### src/sv/tcth_pkg.sv
package tcth_pkg;

	// shared widths
	localparam int unsigned IN_W  = 20;
	localparam int unsigned C1_W  = 24;
	localparam int unsigned DVD_W = 53;
	localparam int unsigned DQ_W  = 32;
	localparam int unsigned V_W   = 28;

	// beta equation constants
	localparam logic [C1_W-1:0]  C1_Q16     = 24'd13543790;
	localparam int unsigned      BETA_INT   = 4350;
	localparam logic [IN_W-1:0]  R0_OHMS    = 20'd100000;
	localparam logic [DVD_W-1:0] DIVIDEND   = 53'(22'd2593905) << 31;
	localparam logic [V_W-1:0]   TK_LIMIT   = 28'd85010022;
	localparam logic [V_W-1:0]   V_BIAS     = 28'd49209754;
	localparam logic signed [16:0] Q_OFFSET = 17'sd16384;
	localparam logic signed [14:0] T_LOW    = -15'sd2048;
	localparam logic signed [14:0] T_HIGH   = 15'sd16383;
	localparam int unsigned      CLAMP_LO   = 5;

	// register map
	typedef enum logic [1:0] {
		REG_HEATER_FIXED = 2'd0,
		REG_BOX_FIXED    = 2'd1,
		REG_SETPOINT     = 2'd2
	} cfg_reg_t;

	// log2 unit sequencer
	typedef enum logic [1:0] {
		LOG_IDLE,
		LOG_NORM,
		LOG_SQR
	} log_state_t;

	// top level sequencer
	typedef enum logic [3:0] {
		ST_IDLE,
		ST_LOG_FIX,
		ST_LOG_NUM,
		ST_LOG_DEN,
		ST_LOG_REF,
		ST_MUL_GO,
		ST_MUL,
		ST_D_CHK,
		ST_DIV,
		ST_Q_CALC,
		ST_FIN
	} seq_state_t;

endpackage

### src/sv/thermistor_celsius_thermostat_top.sv
// NTC thermistor thermometer with a bang-bang heater decision.
// Input channel (in_valid/in_ready): one word holds a raw converter code and
// the sensor channel (0 heater, 1 box). Output channel (out_valid/out_ready):
// one word per input with the temperature in 1/16 degree C, the channel and
// the heater bit, which is set while the stored box temperature is at or
// below the setpoint. Configuration is a write-only port (cfg_we, cfg_index,
// cfg_data) for the two divider resistors and the setpoint.
// One word is converted at a time: four passes through the shared log2 unit
// (each normalizes its operand, squares once per fraction bit, then signals
// done), then the bit-serial multiplier and the bit-serial divider. The
// divider is skipped when the inverse temperature is negative or truncates
// to zero, and all units are skipped when the selected resistor is zero.
// in_ready comes back when the result has moved to the output register, so a
// new word is taken while the previous result still waits.
// A stalled receiver holds the output register and, once the next result is
// done, the sequencer waits with in_ready low.
// Reset restores the default resistors and setpoint and clears the stored box
// temperature to zero.
module thermistor_celsius_thermostat_top #(
	parameter int ADC_BITS      = 10,
	parameter int FRACTION_BITS = 16
) (
	input  logic                            clk,
	input  logic                            arst_n,
	input  logic                            in_valid,
	output logic                            in_ready,
	input  logic [ADC_BITS-1:0]             adc_code,
	input  logic                            sensor_channel,
	output logic                            out_valid,
	input  logic                            out_ready,
	output logic signed [14:0]              temperature_q4,
	output logic                            channel_out,
	output logic                            heater_on,
	input  logic                            cfg_we,
	input  logic [1:0]                      cfg_index,
	input  logic [tcth_pkg::IN_W-1:0]       cfg_data
);

	localparam int LR_W = FRACTION_BITS + 5;
	localparam int LW   = FRACTION_BITS + 7;
	localparam int PW   = tcth_pkg::C1_W + LW;
	localparam int DW   = FRACTION_BITS + 33;
	localparam logic [ADC_BITS-1:0] ADC_MAX = '1;
	localparam logic [ADC_BITS-1:0] CLAMP_HI = ADC_MAX - ADC_BITS'(3);
	localparam logic signed [DW-1:0] B_CONST =
		DW'(tcth_pkg::BETA_INT) << (FRACTION_BITS + 16);

	tcth_pkg::seq_state_t state_q, state_d;

	logic [tcth_pkg::IN_W-1:0] heater_fixed_q;
	logic [tcth_pkg::IN_W-1:0] box_fixed_q;
	logic [7:0]                setpoint_q;
	logic signed [15:0]        box_temp_q;

	logic [ADC_BITS-1:0]       a_q;
	logic                      box_q;
	logic signed [LW-1:0]      lsum_q;
	logic                      neg_q;
	logic signed [DW-1:0]      d_q;
	logic signed [14:0]        res_q;

	logic                      out_valid_q;
	logic signed [14:0]        out_temp_q;
	logic                      out_chan_q;
	logic                      out_heat_q;

	logic                      accept;
	logic [ADC_BITS-1:0]       a_clamp;
	logic [tcth_pkg::IN_W-1:0] fixed_sel;
	logic [ADC_BITS-1:0]       num, den;
	logic                      log_start;
	logic [tcth_pkg::IN_W-1:0] log_x;
	logic                      log_done;
	logic [LR_W-1:0]           log_res;
	logic                      mul_start;
	logic                      mul_done;
	logic [PW-1:0]             prod;
	logic                      div_start;
	logic                      div_done;
	logic [tcth_pkg::DVD_W-1:0] tk;
	logic [tcth_pkg::DQ_W-1:0] dq;
	logic [tcth_pkg::V_W-1:0]  v;
	logic signed [16:0]        q_wide;
	logic signed [14:0]        q_sat;
	logic                      commit;
	logic signed [15:0]        box_next;

	assign accept = in_valid && in_ready;
	assign commit = (state_q == tcth_pkg::ST_FIN) && (!out_valid_q || out_ready);

	// clamp and divider orientation
	always_comb begin
		a_clamp = adc_code;
		if (adc_code < ADC_BITS'(tcth_pkg::CLAMP_LO)) a_clamp = ADC_BITS'(tcth_pkg::CLAMP_LO);
		if (adc_code > CLAMP_HI) a_clamp = CLAMP_HI;
	end
	assign fixed_sel = sensor_channel ? box_fixed_q : heater_fixed_q;
	assign num = box_q ? a_q : ADC_MAX - a_q;
	assign den = box_q ? ADC_MAX - a_q : a_q;

	// operand of the shared log2 unit
	always_comb begin
		case (state_q)
			tcth_pkg::ST_LOG_FIX: log_x = tcth_pkg::IN_W'(num);
			tcth_pkg::ST_LOG_NUM: log_x = tcth_pkg::IN_W'(den);
			tcth_pkg::ST_LOG_DEN: log_x = tcth_pkg::R0_OHMS;
			default:              log_x = fixed_sel;
		endcase
	end

	assign dq = d_q[FRACTION_BITS+tcth_pkg::DQ_W-1:FRACTION_BITS];

	// kelvin to celsius q4, round half up, saturate
	assign v      = tk[tcth_pkg::V_W-1:0] + tcth_pkg::V_BIAS;
	assign q_wide = $signed({1'b0, v[tcth_pkg::V_W-1:12]}) - tcth_pkg::Q_OFFSET;
	always_comb begin
		if (tk >= tcth_pkg::DVD_W'(tcth_pkg::TK_LIMIT)) q_sat = tcth_pkg::T_HIGH;
		else if (q_wide < 17'(tcth_pkg::T_LOW)) q_sat = tcth_pkg::T_LOW;
		else if (q_wide > 17'(tcth_pkg::T_HIGH)) q_sat = tcth_pkg::T_HIGH;
		else q_sat = q_wide[14:0];
	end

	// sequencer next state and unit starts
	always_comb begin
		state_d   = state_q;
		log_start = 1'b0;
		mul_start = 1'b0;
		div_start = 1'b0;
		case (state_q)
			tcth_pkg::ST_IDLE: begin
				if (accept) begin
					if (fixed_sel == '0) begin
						state_d = tcth_pkg::ST_FIN;
					end else begin
						log_start = 1'b1;
						state_d   = tcth_pkg::ST_LOG_FIX;
					end
				end
			end
			tcth_pkg::ST_LOG_FIX: begin
				if (log_done) begin
					log_start = 1'b1;
					state_d   = tcth_pkg::ST_LOG_NUM;
				end
			end
			tcth_pkg::ST_LOG_NUM: begin
				if (log_done) begin
					log_start = 1'b1;
					state_d   = tcth_pkg::ST_LOG_DEN;
				end
			end
			tcth_pkg::ST_LOG_DEN: begin
				if (log_done) begin
					log_start = 1'b1;
					state_d   = tcth_pkg::ST_LOG_REF;
				end
			end
			tcth_pkg::ST_LOG_REF: begin
				if (log_done) state_d = tcth_pkg::ST_MUL_GO;
			end
			tcth_pkg::ST_MUL_GO: begin
				mul_start = 1'b1;
				state_d   = tcth_pkg::ST_MUL;
			end
			tcth_pkg::ST_MUL: begin
				if (mul_done) state_d = tcth_pkg::ST_D_CHK;
			end
			tcth_pkg::ST_D_CHK: begin
				if (d_q[DW-1] || dq == '0) begin
					state_d = tcth_pkg::ST_FIN;
				end else begin
					div_start = 1'b1;
					state_d   = tcth_pkg::ST_DIV;
				end
			end
			tcth_pkg::ST_DIV: begin
				if (div_done) state_d = tcth_pkg::ST_Q_CALC;
			end
			tcth_pkg::ST_Q_CALC: begin
				state_d = tcth_pkg::ST_FIN;
			end
			tcth_pkg::ST_FIN: begin
				if (commit) state_d = tcth_pkg::ST_IDLE;
			end
			default: state_d = tcth_pkg::ST_IDLE;
		endcase
	end

	assign in_ready = (state_q == tcth_pkg::ST_IDLE);

	// state and configuration registers
	always_ff @(posedge clk or negedge arst_n) begin
		if (!arst_n) begin
			state_q        <= tcth_pkg::ST_IDLE;
			heater_fixed_q <= 20'd698;
			box_fixed_q    <= 20'd50300;
			setpoint_q     <= 8'd45;
			box_temp_q     <= '0;
			out_valid_q    <= 1'b0;
		end else begin
			state_q <= state_d;
			if (cfg_we) begin
				case (cfg_index)
					tcth_pkg::REG_HEATER_FIXED: heater_fixed_q <= cfg_data;
					tcth_pkg::REG_BOX_FIXED:    box_fixed_q    <= cfg_data;
					tcth_pkg::REG_SETPOINT:     setpoint_q     <= cfg_data[7:0];
					default: ;
				endcase
			end
			if (commit) begin
				out_valid_q <= 1'b1;
				if (box_q) box_temp_q <= 16'(res_q);
			end else if (out_ready) begin
				out_valid_q <= 1'b0;
			end
		end
	end

	// datapath registers
	always_ff @(posedge clk) begin
		if (accept) begin
			a_q   <= a_clamp;
			box_q <= sensor_channel;
			res_q <= tcth_pkg::T_LOW;
		end
		if (log_done) begin
			case (state_q)
				tcth_pkg::ST_LOG_FIX: lsum_q <= LW'(log_res);
				tcth_pkg::ST_LOG_NUM: lsum_q <= lsum_q + LW'(log_res);
				default:              lsum_q <= lsum_q - LW'(log_res);
			endcase
		end
		if (state_q == tcth_pkg::ST_MUL_GO) neg_q <= lsum_q[LW-1];
		if (state_q == tcth_pkg::ST_MUL && mul_done) begin
			if (neg_q) d_q <= B_CONST - DW'(prod);
			else d_q <= B_CONST + DW'(prod);
		end
		if (state_q == tcth_pkg::ST_D_CHK) begin
			if (d_q[DW-1]) res_q <= tcth_pkg::T_LOW;
			else res_q <= tcth_pkg::T_HIGH;
		end
		if (state_q == tcth_pkg::ST_Q_CALC) res_q <= q_sat;
		if (commit) begin
			out_temp_q <= res_q;
			out_chan_q <= box_q;
			out_heat_q <= (17'(box_next) <= $signed({5'b0, setpoint_q, 4'b0}));
		end
	end

	assign box_next = box_q ? 16'(res_q) : box_temp_q;

	// shared log2 unit
	tcth_log2 #(
		.FRAC_BITS(FRACTION_BITS)
	) u_log2 (
		.clk    (clk),
		.arst_n (arst_n),
		.start  (log_start),
		.x      (log_x),
		.done   (log_done),
		.result (log_res)
	);

	// c1 times log sum, bit serial on the magnitude
	tcth_mul #(
		.A_W(tcth_pkg::C1_W),
		.B_W(LW)
	) u_mul (
		.clk    (clk),
		.arst_n (arst_n),
		.start  (mul_start),
		.a      (tcth_pkg::C1_Q16),
		.b      (lsum_q[LW-1] ? LW'(-lsum_q) : LW'(lsum_q)),
		.done   (mul_done),
		.prod   (prod)
	);

	// reciprocal of inverse temperature
	tcth_div #(
		.N_W(tcth_pkg::DVD_W),
		.D_W(tcth_pkg::DQ_W)
	) u_div (
		.clk      (clk),
		.arst_n   (arst_n),
		.start    (div_start),
		.dividend (tcth_pkg::DIVIDEND),
		.divisor  (dq),
		.done     (div_done),
		.quotient (tk)
	);

	assign out_valid      = out_valid_q;
	assign temperature_q4 = out_temp_q;
	assign channel_out    = out_chan_q;
	assign heater_on      = out_heat_q;

endmodule

### src/sv/tcth_log2.sv
module tcth_log2 #(
	parameter int FRAC_BITS = 16
) (
	input  logic                          clk,
	input  logic                          arst_n,
	input  logic                          start,
	input  logic [tcth_pkg::IN_W-1:0]     x,
	output logic                          done,
	output logic [FRAC_BITS+4:0]          result
);

	localparam int CW = $clog2(FRAC_BITS + 1);

	tcth_pkg::log_state_t state_q, state_d;
	logic [30:0]          m_q;
	logic [4:0]           k_q;
	logic [FRAC_BITS-1:0] frac_q;
	logic [CW-1:0]        cnt_q;
	logic                 done_q;
	logic [61:0]          sq;
	logic [31:0]          sq_hi;
	logic                 last;

	// square of the mantissa, truncated back to q30
	assign sq    = 62'(m_q) * 62'(m_q);
	assign sq_hi = sq[61:30];
	assign last  = (cnt_q == CW'(FRAC_BITS - 1));

	// state register
	always_ff @(posedge clk or negedge arst_n) begin
		if (!arst_n) begin
			state_q <= tcth_pkg::LOG_IDLE;
			done_q  <= 1'b0;
		end else begin
			state_q <= state_d;
			done_q  <= (state_q == tcth_pkg::LOG_SQR) && last && !start;
		end
	end

	// next state
	always_comb begin
		state_d = state_q;
		case (state_q)
			tcth_pkg::LOG_IDLE: begin
				if (start) state_d = tcth_pkg::LOG_NORM;
			end
			tcth_pkg::LOG_NORM: begin
				if (start) state_d = tcth_pkg::LOG_NORM;
				else if (m_q[30]) state_d = tcth_pkg::LOG_SQR;
			end
			tcth_pkg::LOG_SQR: begin
				if (start) state_d = tcth_pkg::LOG_NORM;
				else if (last) state_d = tcth_pkg::LOG_IDLE;
			end
			default: state_d = tcth_pkg::LOG_IDLE;
		endcase
	end

	// normalize one bit a cycle, then one fraction bit per square
	always_ff @(posedge clk) begin
		if (start) begin
			m_q   <= 31'(x);
			k_q   <= 5'd30;
			cnt_q <= '0;
		end else begin
			case (state_q)
				tcth_pkg::LOG_NORM: begin
					if (!m_q[30]) begin
						m_q <= {m_q[29:0], 1'b0};
						k_q <= k_q - 5'd1;
					end
				end
				tcth_pkg::LOG_SQR: begin
					if (sq_hi[31]) m_q <= sq_hi[31:1];
					else m_q <= sq_hi[30:0];
					frac_q <= {frac_q[FRAC_BITS-2:0], sq_hi[31]};
					cnt_q  <= cnt_q + CW'(1);
				end
				default: ;
			endcase
		end
	end

	assign done   = done_q;
	assign result = {k_q, frac_q};

endmodule

### src/sv/tcth_mul.sv
module tcth_mul #(
	parameter int A_W = 24,
	parameter int B_W = 23
) (
	input  logic               clk,
	input  logic               arst_n,
	input  logic               start,
	input  logic [A_W-1:0]     a,
	input  logic [B_W-1:0]     b,
	output logic               done,
	output logic [A_W+B_W-1:0] prod
);

	localparam int CW = $clog2(B_W);

	logic               busy_q;
	logic               done_q;
	logic [CW-1:0]      cnt_q;
	logic [A_W-1:0]     a_q;
	logic [B_W-1:0]     b_q;
	logic [A_W+B_W-1:0] acc_q;
	logic               last;

	assign last = (cnt_q == CW'(B_W - 1));

	// control
	always_ff @(posedge clk or negedge arst_n) begin
		if (!arst_n) begin
			busy_q <= 1'b0;
			done_q <= 1'b0;
		end else begin
			done_q <= busy_q && last && !start;
			if (start) busy_q <= 1'b1;
			else if (busy_q && last) busy_q <= 1'b0;
		end
	end

	// shift-add, multiplier bits msb first
	always_ff @(posedge clk) begin
		if (start) begin
			a_q   <= a;
			b_q   <= b;
			acc_q <= '0;
			cnt_q <= '0;
		end else if (busy_q) begin
			acc_q <= {acc_q[A_W+B_W-2:0], 1'b0} + (b_q[B_W-1] ? (A_W+B_W)'(a_q) : '0);
			b_q   <= {b_q[B_W-2:0], 1'b0};
			cnt_q <= cnt_q + CW'(1);
		end
	end

	assign done = done_q;
	assign prod = acc_q;

endmodule

### src/sv/tcth_div.sv
module tcth_div #(
	parameter int N_W = 53,
	parameter int D_W = 32
) (
	input  logic           clk,
	input  logic           arst_n,
	input  logic           start,
	input  logic [N_W-1:0] dividend,
	input  logic [D_W-1:0] divisor,
	output logic           done,
	output logic [N_W-1:0] quotient
);

	localparam int CW = $clog2(N_W);

	logic           busy_q;
	logic           done_q;
	logic [CW-1:0]  cnt_q;
	logic [N_W-1:0] dvd_q;
	logic [D_W-1:0] div_q;
	logic [D_W-1:0] rem_q;
	logic [D_W:0]   rem_sh;
	logic           fits;
	logic           last;

	// restoring step, one quotient bit a cycle
	assign rem_sh = {rem_q, dvd_q[N_W-1]};
	assign fits   = (rem_sh >= {1'b0, div_q});
	assign last   = (cnt_q == CW'(N_W - 1));

	// control
	always_ff @(posedge clk or negedge arst_n) begin
		if (!arst_n) begin
			busy_q <= 1'b0;
			done_q <= 1'b0;
		end else begin
			done_q <= busy_q && last && !start;
			if (start) busy_q <= 1'b1;
			else if (busy_q && last) busy_q <= 1'b0;
		end
	end

	// dividend shifts out as quotient shifts in
	always_ff @(posedge clk) begin
		if (start) begin
			dvd_q <= dividend;
			div_q <= divisor;
			rem_q <= '0;
			cnt_q <= '0;
		end else if (busy_q) begin
			if (fits) rem_q <= D_W'(rem_sh - {1'b0, div_q});
			else rem_q <= rem_sh[D_W-1:0];
			dvd_q <= {dvd_q[N_W-2:0], fits};
			cnt_q <= cnt_q + CW'(1);
		end
	end

	assign done     = done_q;
	assign quotient = dvd_q;

endmodule

### config.mk
export PLATFORM = sky130hd
export DESIGN_NAME = thermistor_celsius_thermostat_top
export DESIGN_NICKNAME = d
export VERILOG_FILES = /design/src/sv/tcth_pkg.sv /design/src/sv/thermistor_celsius_thermostat_top.sv /design/src/sv/tcth_log2.sv /design/src/sv/tcth_mul.sv /design/src/sv/tcth_div.sv
export SDC_FILE = /design/constraint.sdc
export NUM_CORES = 2
export LEC_CHECK = 0
export ABC_AREA = 1
export BUFFER_PORTS_ARGS = -buffer_cell sky130_fd_sc_hd__buf_2
export CELL_PAD_IN_SITES_DETAIL_PLACEMENT = 0
export CELL_PAD_IN_SITES_GLOBAL_PLACEMENT = 2
export CORE_MARGIN = 8
export CORE_UTILIZATION = 40
export DETAILED_ROUTE_END_ITERATION = 12
export HOLD_SLACK_MARGIN = 0.05
export PLACE_DENSITY = 0.83
export SYNTH_ARGS = -nofsm -noshare
export SYNTH_HDL_FRONTEND = slang
export SYNTH_SLANG_ARGS = --single-unit
### constraint.sdc
create_clock -name clk -period 20.1 [get_ports clk]
set_input_delay 4.02 -clock clk [delete_from_list [all_inputs] [get_ports clk]]
set_output_delay 4.02 -clock clk [all_outputs]
set_load 0.01 [all_outputs]
Yosys cells after proc, flatten, opt, wreduce, memory -nomap -nowiden
Cells that the tools add are included.

Output and inout port bits: 19. Input port bits: 38. Register bits after elaboration: 447. Word-level logic and storage cells: 181.

Bitwise logic cells: 2. Reductions and logical operators: 38. Order comparisons: 7. Add/subtract/negate cells: 14. Multiply operators: 1. Mux-type cells: 54. Eq/ne operators: 30.

Operators by type and width (number): two-way mux 15 bit (7); two-way mux 23 bit (3); multiplier 31 x 31 -> 62 bit (1); two-way mux 31 bit (2); case mux 31 bit (2 select lines) (1); case mux 20 bit (3 select lines) (1); >= comparator 53 x 27 -> 1 bit, second input constant (1); two-way mux 49 bit (1); adder 45 x 47 -> 48 bit, first input constant (1); subtractor 45 x 47 -> 48 bit, first input constant (1); adder 47 bit (1); case mux 23 bit (2 select lines) (1); case mux 4 bit (11 select lines) (1); two-way mux 20 bit (2); two-way mux 4 bit (9); >= comparator 33 x 32 -> 1 bit (1); logical NOT 32 bit (1); two-way mux 32 bit (1); subtractor 32 bit (1); two-way mux 10 bit (3); adder 28 x 26 -> 28 bit, second input constant (1); two-way mux 24 bit (1); adder 23 x 21 -> 23 bit (1); negator 23 bit (1); 43 further kinds (102).

Depth between registers and ports, before layout
Word-level depth: 7. Mapped depth: 38. Depth with buffers taken out: 37.

Hierarchy
Synthesis repeated with hierarchy kept, for this count alone.

Cell total of the unflattened synthesis: 7753. Area, all modules: 58572.4 sq um.

By module, submodules not included: tcth_log2 (times used 1, cells an instance 4186, seq. area each 1576.5 sq um, area an instance 32671.3 sq um); thermistor_celsius_thermostat_top (times used 1, cells an instance 1536, seq. area each 4752.1 sq um, area an instance 11604.9 sq um); tcth_div (times used 1, cells an instance 1059, seq. area each 3363.2 sq um, area an instance 7654.8 sq um); tcth_mul (times used 1, cells an instance 972, seq. area each 2502.4 sq um, area an instance 6641.4 sq um).

Least setup slack after synthesis
Ideal clock, no wire load.

Path kind: register to register. From: register u_log2.m_q[4]. To: register u_log2.m_q[4] (data pin). Cell stages (with the launch flop): 32. Path buffers: 2. Data arrival time: 7096 ps. Setup time: 249 ps. Data required time: 19851 ps. Path slack: 12754 ps. Clock period less this slack: 7346 ps. Cells stage by stage: edfxtp_1 clkbuf_1 buf_1 nand2_1 fa_1 inv_1 fa_1 fa_1 inv_1 fa_1 inv_1 fa_1 fa_1 fa_1 inv_1 fa_1 inv_1 ha_1 a21oi_1 o21ai_0 nand2_1 nand2_1 nand2_1 nand2_1 a21oi_1 nand3_1 nand3_1 clkinv_1 nand2_1 nand3_1 nand2_1 inv_1.

Cells in the longest elaborated chain, start to end: 4.

RTL lines: from (decl) (line tcth_log2.sv:15) `logic [30:0] m_q;`; from (signal assigned) (line tcth_log2.sv:62) `m_q <= 31'(x);`; from (signal assigned) (line tcth_log2.sv:69) `m_q <= {m_q[29:0], 1'b0};`; from (signal assigned) (line tcth_log2.sv:74) `if (sq_hi[31]) m_q <= sq_hi[31:1];`; multiplier 31 x 31 -> 62 bit (line tcth_log2.sv:25) `assign sq = 62'(m_q) * 62'(m_q);`; two-way mux 31 bit (line tcth_log2.sv:74); case mux 31 bit (2 select lines) (line tcth_log2.sv:66) `case (state_q)`; two-way mux 20 bit (line tcth_log2.sv:61) `if (start) begin`.

No other way between the ends. A chain may end at the register's enable or synchronous reset.

Worst setup path after layout
From: register u_log2.m_q[4]. To: register u_log2.m_q[9] (data pin).

The elaborated chain is that of the path after synthesis.

==> results.py <==
metrics = {
    "status": {
        "status": "complete, no violations",
    },
    "setup_path": {
        "critPathArrivalTime_ns": 9.34,
        "critical-path-max-stage-delay_ns": 1.27,
        "critPathKind": "register to register",
        "timing.critical_path.max_delay_family": "adder cells",
        "timing.critical_path.from_type": "register",
        "cp_num_buf_inv": 9,
        "worstPathMaxFanout": 23,
        "cpMostUsedCell": "nand2_1",
        "required_ns": 20.61,
        "critical_path.slowest_cell": "edfxtp_1",
        "critPathCaptureType": "register",
    },
    "clock_network": {
        "cts_tree": "built",
        "worstSkewPairLatency_ns": 0.63,
        "clk_pin_slew_ns": 0.07,
        "clkSinkCount": 430,
        "clock_tree.htree_level_count": 2,
        "cts_max_path_buffers": 3,
        "cell_at_the_root_of_the_clock_tree": "clkbuf_16",
        "ctsResizeCount": 0,
        "ctsHoldBuffers": 0,
        "post-cts-setup-buffers": 0,
        "cts_inserted_buffers": 47,
    },
    "timing": {
        "timing.final.setup_violations": 0,
        "grt_setup_unrepaired": "no",
        "final.period_utilization": 0.439,
        "setup_tns_ns": 0,
        "maxClockFrequency_ghz": 0.113,
        "max_transition_viols_final": 0,
        "relSlewSlack": 0.0763,
        "final.min_clock_period_ns": 8.83,
        "transition_at_the_pin_with_the_smallest_max_transition_slack_ns": 1.39,
        "holdWs_ns": 0.414,
        "finalHoldViolations": 0,
        "final_skew_ns": 0.0620,
    },
    "detailed_routing": {
        "detail_route.vias_per_cell": 4.93,
        "detail-route-antenna-nets": 0,
        "route.detailed.drc": 0,
        "wl_per_cell_um": 18.0,
        "detail_route.first_pass.iterations": 6,
        "vias": 43800,
        "detailedRoute.firstIterationViolations": 2458,
        "total_routed_wirelength_um": 160000,
    },
    "finish": {
        "layout-area-overhead-vs-synth_pct": 6.73,
        "final_net_count": 8228,
        "layout-drive-gt1-share": 0.0420,
        "antenna_diode_count": 0,
    },
    "global_routing": {
        "pin_count_of_the_biggest_net_entering_global_routing": 68,
        "global_route_wire_length_before_repair_um": 258000,
        "antenna_violations_before_repair": 2,
        "grt.overflow.total": 0,
        "vias_in_the_first_global_route": 45900,
        "track_usage": 0.213,
    },
    "synthesis": {
        "synth.most_common_cell": "inv_1",
        "synth-warning-count": 0,
        "synth.area.top_cells": "fa_1 28%, inv_1 13%, nand2_1 10%",
        "yosys.area_share.simple": 0.195,
        "number_of_flops_mapped_to_enable_cells_by_yosys": 191,
        "syn_inst": 7119,
        "ys.flop_type": "edfxtp_1",
        "synth-compound-area-share": 0.0746,
        "postSynthNetCount": 8283,
        "netlist_area_before_placement_mm2": 0.0551,
        "post_synth_fa_ha_maj_area_fraction": 0.360,
        "post_synth_most_frequent_cells": "1,840 x inv_1, 1,540 x nand2_1, 768 x fa_1",
        "post-synth-top-area-cell": "fa_1",
        "main_combinational_cell_family_by_area_after_synthesis": "adder cells",
        "synthDominantCellAreaShare": 0.279,
        "yosys.cell_types.count": 68,
        "synth.area.mux_share": 0.00152,
        "yosys.area_share.xor_xnor": 0.0275,
        "yosysSeqAreaShare": 0.198,
        "synth-async-reset-ratio": 0.177,
        "synthesized_flop_and_latch_total": 430,
        "synth_area_per_cell_um2": 7.74,
    },
    "die": {
        "dieHeight_um": 387,
        "row_count": 136,
        "die_area_mm2": 0.150,
        "die-width_um": 387,
        "boundaryPins": 57,
        "core_area_mm2": 0.137,
        "floorplan.initialDensity": 0.402,
    },
    "placement": {
        "place.gp.congestion": 0.935,
        "placed_wire_length_estimate_um": 129000,
        "port_buffers": 56,
    },
    "hold_path": {
        "holdCritPathClass": "register to register",
    },
    "run": {
        "number_of_violations_of_the_max_capacitance_limit": 0,
    },
}
[metrics by stage]
stage                     worst slack, ns  instances  area (um2)  utilization
after floorplan                     12.75       7119       55100            -
after global placement              11.35       8809       57200        0.417
after detailed placement            11.30       8809       57200        0.417
after CTS                           11.27       8897       58800        0.429
after global routing                10.80       8897       58800        0.429
final                               11.27       8897       58800        0.429
[cell usage in the layout, fill, tap and decap left out, types with 5 or more instances in the layout]
cell	instances
clkbuf_16	50
inv_2	11
buf_4	61
nand2_2	11
o211ai_1	22
a22oi_1	48
clkinv_2	5
a21o_1	13
edfxtp_1	191
dfstp_2	18
xnor2_1	50
fa_1	768
nand4_1	86
nor4_1	41
xor2_1	123
nor2_2	15
o21a_1	6
buf_2	55
o22ai_1	9
inv_1	1839
dfxtp_1	163
nand3b_1	16
a21boi_0	7
clkinv_1	11
dfrtp_1	57
nand2_1	1539
o21ai_1	11
a31oi_1	13
clkbuf_1	13
nor3_1	69
or2_2	24
o21ai_0	292
nand3_1	295
nor2_1	449
ha_1	357
o21bai_1	18
o221ai_1	6
a21oi_1	260
mux2i_1	5
clkbuf_8	5
[registers in the layout (all words and copies together), names as in the netlist, 16 cells and up]
name	flops
lsum_q	23
box_temp_q	16
u_mul.prod	46
u_log2.m_q	31
d_q	33
u_div.div_q	32
heater_fixed_q	20
u_div.rem_q	32
box_fixed_q	20
u_mul.b_q	23
u_log2.frac_q	16
u_div.quotient	53
[layout make-up]
class | instances | area (um2)
inverter | 1859 | 6980
fill | 14200 | 78300
sequential | 430 | 10900
tap | 1794 | 2240
clock buffer | 68 | 1370
clock inverter | 20 | 258
multi-input combinational | 4610 | 36300
timing repair buffer | 116 | 733
[logic make-up after synthesis]
family / Yosys count
compound gates: 733
xor+xnor: 173
fa+ha+maj: 1126
buf+inv: 2079
flops: 430
mux: 8
simple gates: 2570
[metal layers]
layer | vias to the layer above | GRT usage | routed length, um
li1 | 21500 | - | -
met1 | 21400 | 0.285 | 72300
met2 | 774 | 0.376 | 78300
met3 | 173 | 0.0225 | 5990
met4 | 0 | 0.0426 | 3420
met5 | - | 0 | 0
[worst paths after layout]
path                            slack [ns]                    start                              to  depth (start not counted)
worst max-delay path                 11.27  u_log2.m_q[4]$_DFFE_PP_         u_log2.m_q[9]$_DFFE_PP_                         33
worst min-delay path                  0.41        d_q[36]$_DFFE_PP_       u_div.div_q[20]$_DFFE_PP_                          0
worst max register to register       11.27  u_log2.m_q[4]$_DFFE_PP_         u_log2.m_q[9]$_DFFE_PP_                         33
worst min register to register        0.41        d_q[36]$_DFFE_PP_       u_div.div_q[20]$_DFFE_PP_                          0
max in group asynchronous            15.66                   arst_n            u_mul.done$_DFF_PN0_                          2
min in group asynchronous             3.34                   arst_n  heater_fixed_q[13]$_DFFE_PN0P_                          1
Power is left out: the tool's default activity adds up to more than one toggle a clock period on the data nets, which glitch-free logic cannot reach.
